==> src/hw/rtl/vsl_pkg.sv <==
// ----------------------------------------------------------------------------
// vsl_pkg: shared definitions for the velocity slew limiter
// Widths, time constants, register indexes and the structs that link the
// top level to its arithmetic lanes.
// ----------------------------------------------------------------------------
package vsl_pkg;

  // Field widths.
  localparam int VEL_WIDTH  = 16;
  localparam int TIME_WIDTH = 32;
  localparam int LIM_WIDTH  = VEL_WIDTH - 1;

  // A time step never exceeds the long-gap threshold, which fits in 19 bits.
  localparam int DT_WIDTH   = 19;
  localparam int PROD_WIDTH = LIM_WIDTH + DT_WIDTH;

  // The step is below 2^(LIM_WIDTH-1) because dt is at most half a second.
  localparam int STEP_WIDTH = LIM_WIDTH - 1;

  // Remainder of the division by one million stays below 2^20.
  localparam int REM_WIDTH  = 20;

  // Signed working width of the final select, with room for sums and negation.
  localparam int EXT_WIDTH  = VEL_WIDTH + 2;

  // Sequencing counter covers the longest serial phase.
  localparam int CNT_WIDTH  = $clog2(PROD_WIDTH);

  // Time constants in microseconds.
  localparam logic [TIME_WIDTH-1:0] GAP_US      = TIME_WIDTH'(500000);
  localparam logic [DT_WIDTH-1:0]   FALLBACK_US = DT_WIDTH'(100000);
  localparam logic [DT_WIDTH-1:0]   MIN_DT_US   = DT_WIDTH'(1);
  localparam logic [REM_WIDTH:0]    US_PER_S    = (REM_WIDTH + 1)'(1000000);

  // Configuration register file.
  localparam int NUM_REGS       = 7;
  localparam int REG_ADDR_WIDTH = 3;

  typedef enum logic [REG_ADDR_WIDTH-1:0] {
    REG_LIN_SPEED = 3'd0,
    REG_LIN_ACCEL = 3'd1,
    REG_LIN_DECEL = 3'd2,
    REG_ANG_SPEED = 3'd3,
    REG_ANG_ACCEL = 3'd4,
    REG_ANG_DECEL = 3'd5,
    REG_DEADBAND  = 3'd6
  } reg_index_t;

  localparam logic [LIM_WIDTH-1:0] RST_LIN_SPEED = LIM_WIDTH'(2048);
  localparam logic [LIM_WIDTH-1:0] RST_LIN_ACCEL = LIM_WIDTH'(2048);
  localparam logic [LIM_WIDTH-1:0] RST_LIN_DECEL = LIM_WIDTH'(10240);
  localparam logic [LIM_WIDTH-1:0] RST_ANG_SPEED = LIM_WIDTH'(4096);
  localparam logic [LIM_WIDTH-1:0] RST_ANG_ACCEL = LIM_WIDTH'(2048);
  localparam logic [LIM_WIDTH-1:0] RST_ANG_DECEL = LIM_WIDTH'(4096);
  localparam logic [LIM_WIDTH-1:0] RST_DEADBAND  = LIM_WIDTH'(41);

  // Phase controls from the sequencer to each lane.
  typedef struct packed {
    logic load;
    logic mul;
    logic div;
  } lane_ctrl_t;

  // Limits that apply to one channel.
  typedef struct packed {
    logic [LIM_WIDTH-1:0] vmax;
    logic [LIM_WIDTH-1:0] amax;
    logic [LIM_WIDTH-1:0] dmax;
    logic [LIM_WIDTH-1:0] thr;
  } lane_cfg_t;

endpackage

==> src/hw/rtl/vsl_lane.sv <==
// ----------------------------------------------------------------------------
// vsl_lane: one velocity channel of the slew limiter
// Forms limit*dt with a bit-serial shift-add multiplier, divides it by one
// million with a bit-serial restoring divider, then selects the output.
// ----------------------------------------------------------------------------
module vsl_lane import vsl_pkg::*; (
  input  logic                        clk,
  input  lane_ctrl_t                  ctrl,
  input  lane_cfg_t                   cfg,
  input  logic [DT_WIDTH-1:0]         dt,
  input  logic signed [VEL_WIDTH-1:0] cmd_in,
  input  logic signed [VEL_WIDTH-1:0] last_in,
  output logic signed [VEL_WIDTH-1:0] result
);

  // Operands held for the whole request.
  logic signed [VEL_WIDTH-1:0] cmd;
  logic signed [VEL_WIDTH-1:0] last;
  logic [LIM_WIDTH-1:0]        lim;

  // Serial arithmetic state.
  logic [DT_WIDTH-1:0]   dt_sh;
  logic [PROD_WIDTH-1:0] acc;
  logic [REM_WIDTH-1:0]  rem;
  logic [STEP_WIDTH-1:0] quo;

  logic signed [EXT_WIDTH-1:0] diff_in;
  logic                        rising;
  logic [REM_WIDTH:0]          trial;
  logic                        trial_ge;
  logic [PROD_WIDTH-1:0]       addend;

  // The sign of the raw change picks the acceleration or deceleration limit.
  assign diff_in = EXT_WIDTH'(cmd_in) - EXT_WIDTH'(last_in);
  assign rising  = diff_in > 0;

  assign addend   = dt_sh[DT_WIDTH-1] ? PROD_WIDTH'(lim) : '0;
  assign trial    = {rem, acc[PROD_WIDTH-1]};
  assign trial_ge = trial >= US_PER_S;

  // Load, then multiply MSB first over dt, then divide MSB first over the product.
  always_ff @(posedge clk) begin
    if (ctrl.load) begin
      cmd   <= cmd_in;
      last  <= last_in;
      lim   <= rising ? cfg.amax : cfg.dmax;
      dt_sh <= dt;
      acc   <= '0;
      rem   <= '0;
      quo   <= '0;
    end else if (ctrl.mul) begin
      acc   <= {acc[PROD_WIDTH-2:0], 1'b0} + addend;
      dt_sh <= {dt_sh[DT_WIDTH-2:0], 1'b0};
    end else if (ctrl.div) begin
      rem <= trial_ge ? REM_WIDTH'(trial - US_PER_S) : trial[REM_WIDTH-1:0];
      quo <= {quo[STEP_WIDTH-2:0], trial_ge};
      acc <= {acc[PROD_WIDTH-2:0], 1'b0};
    end
  end

  // Final selection once the step is known.
  logic signed [EXT_WIDTH-1:0] cmd_x;
  logic signed [EXT_WIDTH-1:0] last_x;
  logic signed [EXT_WIDTH-1:0] vmax_x;
  logic signed [EXT_WIDTH-1:0] thr_x;
  logic signed [EXT_WIDTH-1:0] step_x;
  logic signed [EXT_WIDTH-1:0] mag;
  logic signed [EXT_WIDTH-1:0] target;
  logic signed [EXT_WIDTH-1:0] diff;
  logic signed [EXT_WIDTH-1:0] moved;
  logic signed [EXT_WIDTH-1:0] moved_clamped;
  logic signed [EXT_WIDTH-1:0] chosen;
  logic                        bypass;
  logic                        limited;

  always_comb begin
    cmd_x  = EXT_WIDTH'(cmd);
    last_x = EXT_WIDTH'(last);
    vmax_x = EXT_WIDTH'(cfg.vmax);
    thr_x  = EXT_WIDTH'(cfg.thr);
    step_x = EXT_WIDTH'(quo);

    mag    = (cmd_x < 0) ? -cmd_x : cmd_x;
    bypass = mag <= thr_x;

    // Symmetric clamp of the command to the speed limit.
    if (cmd_x > vmax_x) begin
      target = vmax_x;
    end else if (cmd_x < -vmax_x) begin
      target = -vmax_x;
    end else begin
      target = cmd_x;
    end

    // The change is too fast when it exceeds floor(limit*dt/1e6).
    diff    = cmd_x - last_x;
    limited = ((diff > 0) && (diff > step_x)) || ((diff < 0) && (-diff > step_x));

    // Step from the last output toward the clamped target.
    moved = (target >= last_x) ? (last_x + step_x) : (last_x - step_x);
    if (moved > vmax_x) begin
      moved_clamped = vmax_x;
    end else if (moved < -vmax_x) begin
      moved_clamped = -vmax_x;
    end else begin
      moved_clamped = moved;
    end

    if (bypass) begin
      chosen = cmd_x;
    end else if (limited) begin
      chosen = moved_clamped;
    end else begin
      chosen = target;
    end
  end

  assign result = chosen[VEL_WIDTH-1:0];

endmodule

==> src/hw/rtl/velocity_slew_limiter.sv <==
// ----------------------------------------------------------------------------
// velocity_slew_limiter: rate and magnitude limiter for velocity commands
// Clamps linear and angular velocity commands to speed limits and bounds
// their rate of change over the time between timestamped requests.
// ----------------------------------------------------------------------------
// Usage:
//   The slave channel takes one request per command: linear and angular
//   velocity (signed Q4.12) and a free-running microsecond timestamp. The
//   master channel returns one result per request: the limited velocities
//   and, in tuser, a flag that marks a history reset after a gap longer
//   than half a second.
//   Each request passes through the sequencer in order: the operands are
//   loaded at the accepting edge, then the limit is multiplied by dt
//   bit-serially, the product is divided by one million bit-serially,
//   and the result is posted to the output register. A new request is
//   accepted only after the current result has been posted. Both channels
//   run side by side in their own lanes.
//   A result waits in the output register while the receiver stalls; the
//   next request is accepted and worked on meanwhile, and it is held in the
//   lanes until the output register is free.
//   Reset loads the register defaults and clears the previous outputs and
//   timestamp. Limits are to be written through the config port only while
//   idle; the block itself does not enforce this.
// ----------------------------------------------------------------------------
module velocity_slew_limiter import vsl_pkg::*; (
  input  logic                      clk,
  input  logic                      rst,
  // Slave request channel.
  input  logic                      s_tvalid,
  output logic                      s_tready,
  // s_tdata: linear_cmd [15:0], angular_cmd [31:16], timestamp_us [63:32]
  input  logic [63:0]               s_tdata,
  // Master result channel.
  output logic                      m_tvalid,
  input  logic                      m_tready,
  // m_tdata: linear_out [15:0], angular_out [31:16]
  output logic [31:0]               m_tdata,
  // m_tuser: history_reset [0]
  output logic [0:0]                m_tuser,
  // Configuration write port.
  input  logic                      cfg_we,
  input  logic [REG_ADDR_WIDTH-1:0] cfg_index,
  input  logic [LIM_WIDTH-1:0]      cfg_data
);

  typedef enum logic [1:0] {
    ST_IDLE,
    ST_MUL,
    ST_DIV,
    ST_POST
  } state_t;

  state_t               state;
  logic [CNT_WIDTH-1:0] cnt;

  // Configuration registers.
  logic [LIM_WIDTH-1:0] lin_speed;
  logic [LIM_WIDTH-1:0] lin_accel;
  logic [LIM_WIDTH-1:0] lin_decel;
  logic [LIM_WIDTH-1:0] ang_speed;
  logic [LIM_WIDTH-1:0] ang_accel;
  logic [LIM_WIDTH-1:0] ang_decel;
  logic [LIM_WIDTH-1:0] deadband;

  // History.
  logic signed [VEL_WIDTH-1:0] prev_linear;
  logic signed [VEL_WIDTH-1:0] prev_angular;
  logic [TIME_WIDTH-1:0]       prev_timestamp;

  // Output register.
  logic signed [VEL_WIDTH-1:0] out_linear;
  logic signed [VEL_WIDTH-1:0] out_angular;
  logic                        out_flag;
  logic                        gap_flag;

  // Request fields.
  logic signed [VEL_WIDTH-1:0] linear_cmd;
  logic signed [VEL_WIDTH-1:0] angular_cmd;
  logic [TIME_WIDTH-1:0]       timestamp_us;

  assign linear_cmd   = s_tdata[15:0];
  assign angular_cmd  = s_tdata[31:16];
  assign timestamp_us = s_tdata[63:32];

  logic accept;
  logic post;
  assign s_tready = (state == ST_IDLE);
  assign accept   = s_tvalid && s_tready;
  assign post     = (state == ST_POST) && (!m_tvalid || m_tready);

  // Time step with a floor of one microsecond and a fallback after a long gap.
  logic [TIME_WIDTH-1:0] udt;
  logic                  gap;
  logic [DT_WIDTH-1:0]   dt;

  assign udt = timestamp_us - prev_timestamp;
  assign gap = udt > GAP_US;

  always_comb begin
    priority if (udt == '0) begin
      dt = MIN_DT_US;
    end else if (gap) begin
      dt = FALLBACK_US;
    end else begin
      dt = udt[DT_WIDTH-1:0];
    end
  end

  // Lane control and limits.
  lane_ctrl_t ctrl;
  lane_cfg_t  lin_cfg;
  lane_cfg_t  ang_cfg;

  assign ctrl.load = accept;
  assign ctrl.mul  = (state == ST_MUL);
  assign ctrl.div  = (state == ST_DIV);

  assign lin_cfg = '{vmax: lin_speed, amax: lin_accel, dmax: lin_decel, thr: deadband};
  assign ang_cfg = '{vmax: ang_speed, amax: ang_accel, dmax: ang_decel, thr: deadband};

  logic signed [VEL_WIDTH-1:0] lin_last;
  logic signed [VEL_WIDTH-1:0] ang_last;
  logic signed [VEL_WIDTH-1:0] lin_result;
  logic signed [VEL_WIDTH-1:0] ang_result;

  // After a long gap the history restarts from the raw command.
  assign lin_last = gap ? linear_cmd : prev_linear;
  assign ang_last = gap ? angular_cmd : prev_angular;

  vsl_lane u_lin_lane (
    .clk     (clk),
    .ctrl    (ctrl),
    .cfg     (lin_cfg),
    .dt      (dt),
    .cmd_in  (linear_cmd),
    .last_in (lin_last),
    .result  (lin_result)
  );

  vsl_lane u_ang_lane (
    .clk     (clk),
    .ctrl    (ctrl),
    .cfg     (ang_cfg),
    .dt      (dt),
    .cmd_in  (angular_cmd),
    .last_in (ang_last),
    .result  (ang_result)
  );

  // Configuration writes; an index past the last register is ignored.
  always_ff @(posedge clk) begin
    if (rst) begin
      lin_speed <= RST_LIN_SPEED;
      lin_accel <= RST_LIN_ACCEL;
      lin_decel <= RST_LIN_DECEL;
      ang_speed <= RST_ANG_SPEED;
      ang_accel <= RST_ANG_ACCEL;
      ang_decel <= RST_ANG_DECEL;
      deadband  <= RST_DEADBAND;
    end else if (cfg_we) begin
      case (cfg_index)
        REG_LIN_SPEED: lin_speed <= cfg_data;
        REG_LIN_ACCEL: lin_accel <= cfg_data;
        REG_LIN_DECEL: lin_decel <= cfg_data;
        REG_ANG_SPEED: ang_speed <= cfg_data;
        REG_ANG_ACCEL: ang_accel <= cfg_data;
        REG_ANG_DECEL: ang_decel <= cfg_data;
        REG_DEADBAND:  deadband  <= cfg_data;
        default: ;
      endcase
    end
  end

  // Sequencer with history and output register.
  always_ff @(posedge clk) begin
    if (rst) begin
      state          <= ST_IDLE;
      cnt            <= '0;
      m_tvalid       <= 1'b0;
      prev_linear    <= '0;
      prev_angular   <= '0;
      prev_timestamp <= '0;
      gap_flag       <= 1'b0;
    end else begin
      // A new result fills the output register; a taken one frees it.
      if (post) begin
        m_tvalid <= 1'b1;
      end else if (m_tvalid && m_tready) begin
        m_tvalid <= 1'b0;
      end
      unique case (state)
        ST_IDLE: begin
          if (accept) begin
            prev_timestamp <= timestamp_us;
            gap_flag       <= gap;
            cnt            <= '0;
            state          <= ST_MUL;
          end
        end
        ST_MUL: begin
          if (cnt == CNT_WIDTH'(DT_WIDTH - 1)) begin
            cnt   <= '0;
            state <= ST_DIV;
          end else begin
            cnt <= cnt + 1'b1;
          end
        end
        ST_DIV: begin
          if (cnt == CNT_WIDTH'(PROD_WIDTH - 1)) begin
            cnt   <= '0;
            state <= ST_POST;
          end else begin
            cnt <= cnt + 1'b1;
          end
        end
        ST_POST: begin
          if (post) begin
            prev_linear  <= lin_result;
            prev_angular <= ang_result;
            state        <= ST_IDLE;
          end
        end
        default: state <= ST_IDLE;
      endcase
    end
  end

  // Result payload.
  always_ff @(posedge clk) begin
    if (post) begin
      out_linear  <= lin_result;
      out_angular <= ang_result;
      out_flag    <= gap_flag;
    end
  end

  assign m_tdata = {out_angular, out_linear};
  assign m_tuser = out_flag;

endmodule
==> config.mk <==
export PLATFORM = sky130hd
export DESIGN_NAME = velocity_slew_limiter
export DESIGN_NICKNAME = d
export VERILOG_FILES = /design/src/hw/rtl/vsl_pkg.sv /design/src/hw/rtl/vsl_lane.sv /design/src/hw/rtl/velocity_slew_limiter.sv
export SDC_FILE = /design/constraint.sdc
export NUM_CORES = 2
export LEC_CHECK = 0
export ABC_AREA = 1
export CAP_MARGIN = 20
export CORE_MARGIN = 5
export CORE_UTILIZATION = 60
export DETAILED_ROUTE_END_ITERATION = 10
export DONT_BUFFER_PORTS = 1
export PLACE_DENSITY = 0.81
export SLEW_MARGIN = 20
export SYNTH_ARGS = -nofsm -noshare
export SYNTH_HDL_FRONTEND = slang
export SYNTH_HIERARCHICAL = 1
export SYNTH_SLANG_ARGS = --single-unit
==> constraint.sdc <==
create_clock -name clk -period 10.2 [get_ports clk]
set_input_delay 2.04 -clock clk [delete_from_list [all_inputs] [get_ports clk]]
set_output_delay 2.04 -clock clk [all_outputs]
set_load 0.1 [all_outputs]
==> results.json <==
{
  "setup_violations": 0,
  "outcome": "complete, but fails checks",
  "maxSlewHeadroom": 0.241,
  "initial_core_util": 0.607,
  "port_buffers": 0,
  "grt_pass1_wl_um": 193000,
  "worst-setup-path-type": "flop to flop",
  "fin_skew_ps": 25.5,
  "h-tree-depth": 2,
  "endpoint_kind": "flop",
  "placed_cells": 6769,
  "nNetsFinal": 6477,
  "hold_path.class": "flop to flop",
  "clk_path_buf_depth": 3,
  "dieArea_um2": 72200,
  "wl_per_cell_um": 17.9,
  "endpoint": "prev_linear[11]$_SDFFE_PP0P_",
  "viasPerCell": 5.68,
  "rrSetupSlack_ps": 1000,
  "fin_crit_ps": 9200,
  "met3_usage": 0.0478,
  "fin_util": 0.647,
  "cp.required_ps": 10700,
  "die_w_um": 269,
  "tritoncts": "done",
  "period_share": 0.902,
  "drt_first_pass_iters": 11,
  "vias": 39100,
  "first_global_vias": 36100,
  "cts_made_buffers": 55,
  "yosysSeqAreaShare": 0.281,
  "instances_no_fill": 6874,
  "placed_area_um2": 40800,
  "globalRouteOverflowTotal": 0,
  "hold_viol_final": 0,
  "violations": "DRC",
  "cp.arrival_ps": 9700,
  "min_from": "gap_flag$_SDFFE_PP0P_",
  "top_usage_layer": "met2",
  "synth.avg_cell_area_um2": 6.66,
  "crit_path_top_delay_cell": "fa_1",
  "ir_drop_mv": 0.306,
  "tightest_slew_ps": 1140,
  "netlist_area_um2": 40100,
  "num_antenna_cells": 0,
  "drc": 1,
  "synthArstFlopShare": 0,
  "grt_max_degree": 100,
  "reg2reg_to": "prev_linear[11]$_SDFFE_PP0P_",
  "coreArea_um2": 66100,
  "synth_nets": 6537,
  "synth_ff_type": "dfxtp_1",
  "die_h_um": 269,
  "r2r.worst_path.cells": 57,
  "fin_area_um2": 42800,
  "crit_fanout": 17,
  "antenna_found_initial": 1,
  "ios": 122,
  "area_growth_pct": 6.59,
  "synth_edf_count": 165,
  "yosys_warnings": 6,
  "clk_latency_ps": 630,
  "max_stage_delay_ps": 450,
  "worstReg2RegStart": "lin_speed[2]$_SDFFE_PP0P_",
  "worst_path_most_repeated_cell": "nand2_1",
  "met2_usage": 0.562,
  "met1_usage": 0.423,
  "drtIter0Drc": 4092,
  "powerDensity_nw_per_um2": 390,
  "synth-seq-cells": 480,
  "postSynthCellCount": 6024,
  "tns_ps": 0,
  "num_rows": 94,
  "critPathLaunchType": "flop",
  "routed_wl_um": 123000,
  "drv_cap": 0,
  "ant_nets": 0,
  "dpl.hpwl_um": 94600,
  "cts-root-buf": "clkbuf_16",
  "startpoint": "lin_speed[2]$_SDFFE_PP0P_",
  "clkSinkCount": 480,
  "synth_cell_types": 71,
  "leakagePower_uw": 0.0217,
  "clk_pin_slew_ps": 70,
  "min_path_cells": 0,
  "layout-drive-gt1-share": 0.0544,
  "fmax_mhz": 109,
  "place.gp.congestion": 1.03,
  "grtUsageTotal": 0.331,
  "maxSlewViolCount": 0
}
-- registers in the layout (all words and copies together) (netlist names), 16 cells and up --
register,cells
u_lin_lane/dt_sh,19
u_ang_lane/acc,34
u_lin_lane/acc,34
u_ang_lane/rem,20
u_lin_lane/cmd,16
prev_timestamp,32
u_ang_lane/dt_sh,19
u_lin_lane/rem,20
out_linear,16
u_ang_lane/last,16
prev_angular,16
prev_linear,16
u_ang_lane/cmd,16
u_lin_lane/last,16
out_angular,16
-- stage by stage --
step	hold slack [ps]	setup slack [ps]	power, uW
floorplan	403	2590	11600
global placement	409	868	14100
detailed placement	416	726	14200
CTS	433	666	16400
global route	438	-66.3	18200
finish	433	1000	16700
-- power by group --
group	total, uW	leakage, uW	internal, uW	switching [uW]
clock	2110	0.000955	1210	891
sequential	3370	0.00415	2680	694
combinational	11200	0.0166	3750	7450
-- worst max-delay path, delay by kind of cell (launching register included) --
family | cells | cell delay (ps)
simple gates | 37 | 4510
buf+inv | 8 | 800
compound gates | 6 | 1420
xor+xnor | 2 | 450
fa+ha+maj | 4 | 1470
flops | 1 | 430
-- worst min-delay path by stage --
stage,slack (ps),end
final,430,m_tuser$_DFFE_PP_
after global routing,440,m_tuser$_DFFE_PP_
after CTS,430,m_tuser$_DFFE_PP_
after detailed placement,420,m_tuser$_DFFE_PP_
after global placement,410,m_tuser$_DFFE_PP_
after floorplan,400,m_tuser$_DFFE_PP_
-- Yosys cell counts (8+ instances only) --
| cell type | number | area share |
|---|---|---|
| nand2_1 | 1592 | 0.15 |
| inv_1 | 917 | 0.086 |
| nor2_1 | 607 | 0.057 |
| ha_1 | 417 | 0.13 |
| a21oi_1 | 385 | 0.048 |
| nand3_1 | 365 | 0.046 |
| o21ai_0 | 342 | 0.043 |
| dfxtp_1 | 315 | 0.16 |
| edfxtp_1 | 165 | 0.12 |
| xor2_1 | 149 | 0.033 |
| clkbuf_1 | 114 | 0.011 |
| nor3_1 | 73 | 0.0091 |
| nand4_1 | 70 | 0.011 |
| a31oi_1 | 44 | 0.0069 |
| nor2_2 | 39 | 0.0061 |
| o211ai_1 | 39 | 0.0073 |
| nand2_2 | 33 | 0.0051 |
| xnor2_1 | 30 | 0.0065 |
| nand3_2 | 23 | 0.0057 |
| inv_2 | 22 | 0.0021 |
| nand3b_1 | 22 | 0.0041 |
| nor4_1 | 19 | 0.0030 |
| o21ai_1 | 19 | 0.0024 |
| o21bai_1 | 18 | 0.0034 |
| a21oi_2 | 15 | 0.0033 |
| buf_2 | 14 | 0.0017 |
| a211oi_1 | 12 | 0.0022 |
| o221ai_1 | 12 | 0.0026 |
| buf_6 | 10 | 0.0028 |
| nand2_4 | 10 | 0.0028 |
| buf_4 | 9 | 0.0017 |
| fa_1 | 9 | 0.0045 |
| nor3b_1 | 9 | 0.0017 |
| a21o_1 | 8 | 0.0015 |
| nor2_4 | 8 | 0.0022 |
| nor3_2 | 8 | 0.0020 |
-- cells by family after synthesis --
| logic type | synth area share |
|---|---|
| adders and majority gates | 0.134 |
| xor gates and xnor gates | 0.0399 |
| buffers and inverters | 0.107 |
| and+or+nand+nor | 0.308 |
| DFF | 0.281 |
| AOI/OAI and AO/OA | 0.130 |
-- placed cells by master, fill, tap and decap left out, drive strengths merged, types with 5 or more instances in the layout --
cell    count
o21a        5
xnor2      30
dfxtp     315
nor4       20
o21ai     364
buf        37
o31ai       7
clkinv     24
edfxtp    165
nand3b     23
nor2      654
nand2    1635
a21oi     400
o211ai     39
clkbuf     69
ha        417
inv       951
nor3b       9
or2         5
a31oi      44
xor2      151
a211oi     12
nor3       81
a21o        8
o221ai     12
nand4      71
o21bai     19
fa          9
nand3     390
-- layer usage --
metal,share of wire,vias up
met5,0,-
met4,0.050,0
met3,0.073,310
met2,0.46,1522
met1,0.41,17800
li1,-,19400
-- timing repair --
action / CTS / global route
setup buffers: 0 / 2
endpoints found under the setup margin: 0 / 60
hold buffers: 0 / 0
gates resized for setup: 0 / 14
-- final cells by class --
| type | count | area [um2] |
|---|---|---|
| clock buffers | 69 | 1580 |
| multi-input cells | 4442 | 24700 |
| well taps | 864 | 1080 |
| repair buffers | 37 | 282 |
| flip-flops and latches | 480 | 11300 |
| fillers | 6032 | 23300 |
| clock inverters | 34 | 358 |
| inverters | 948 | 3570 |
Power figures use the tool's default switching activity.
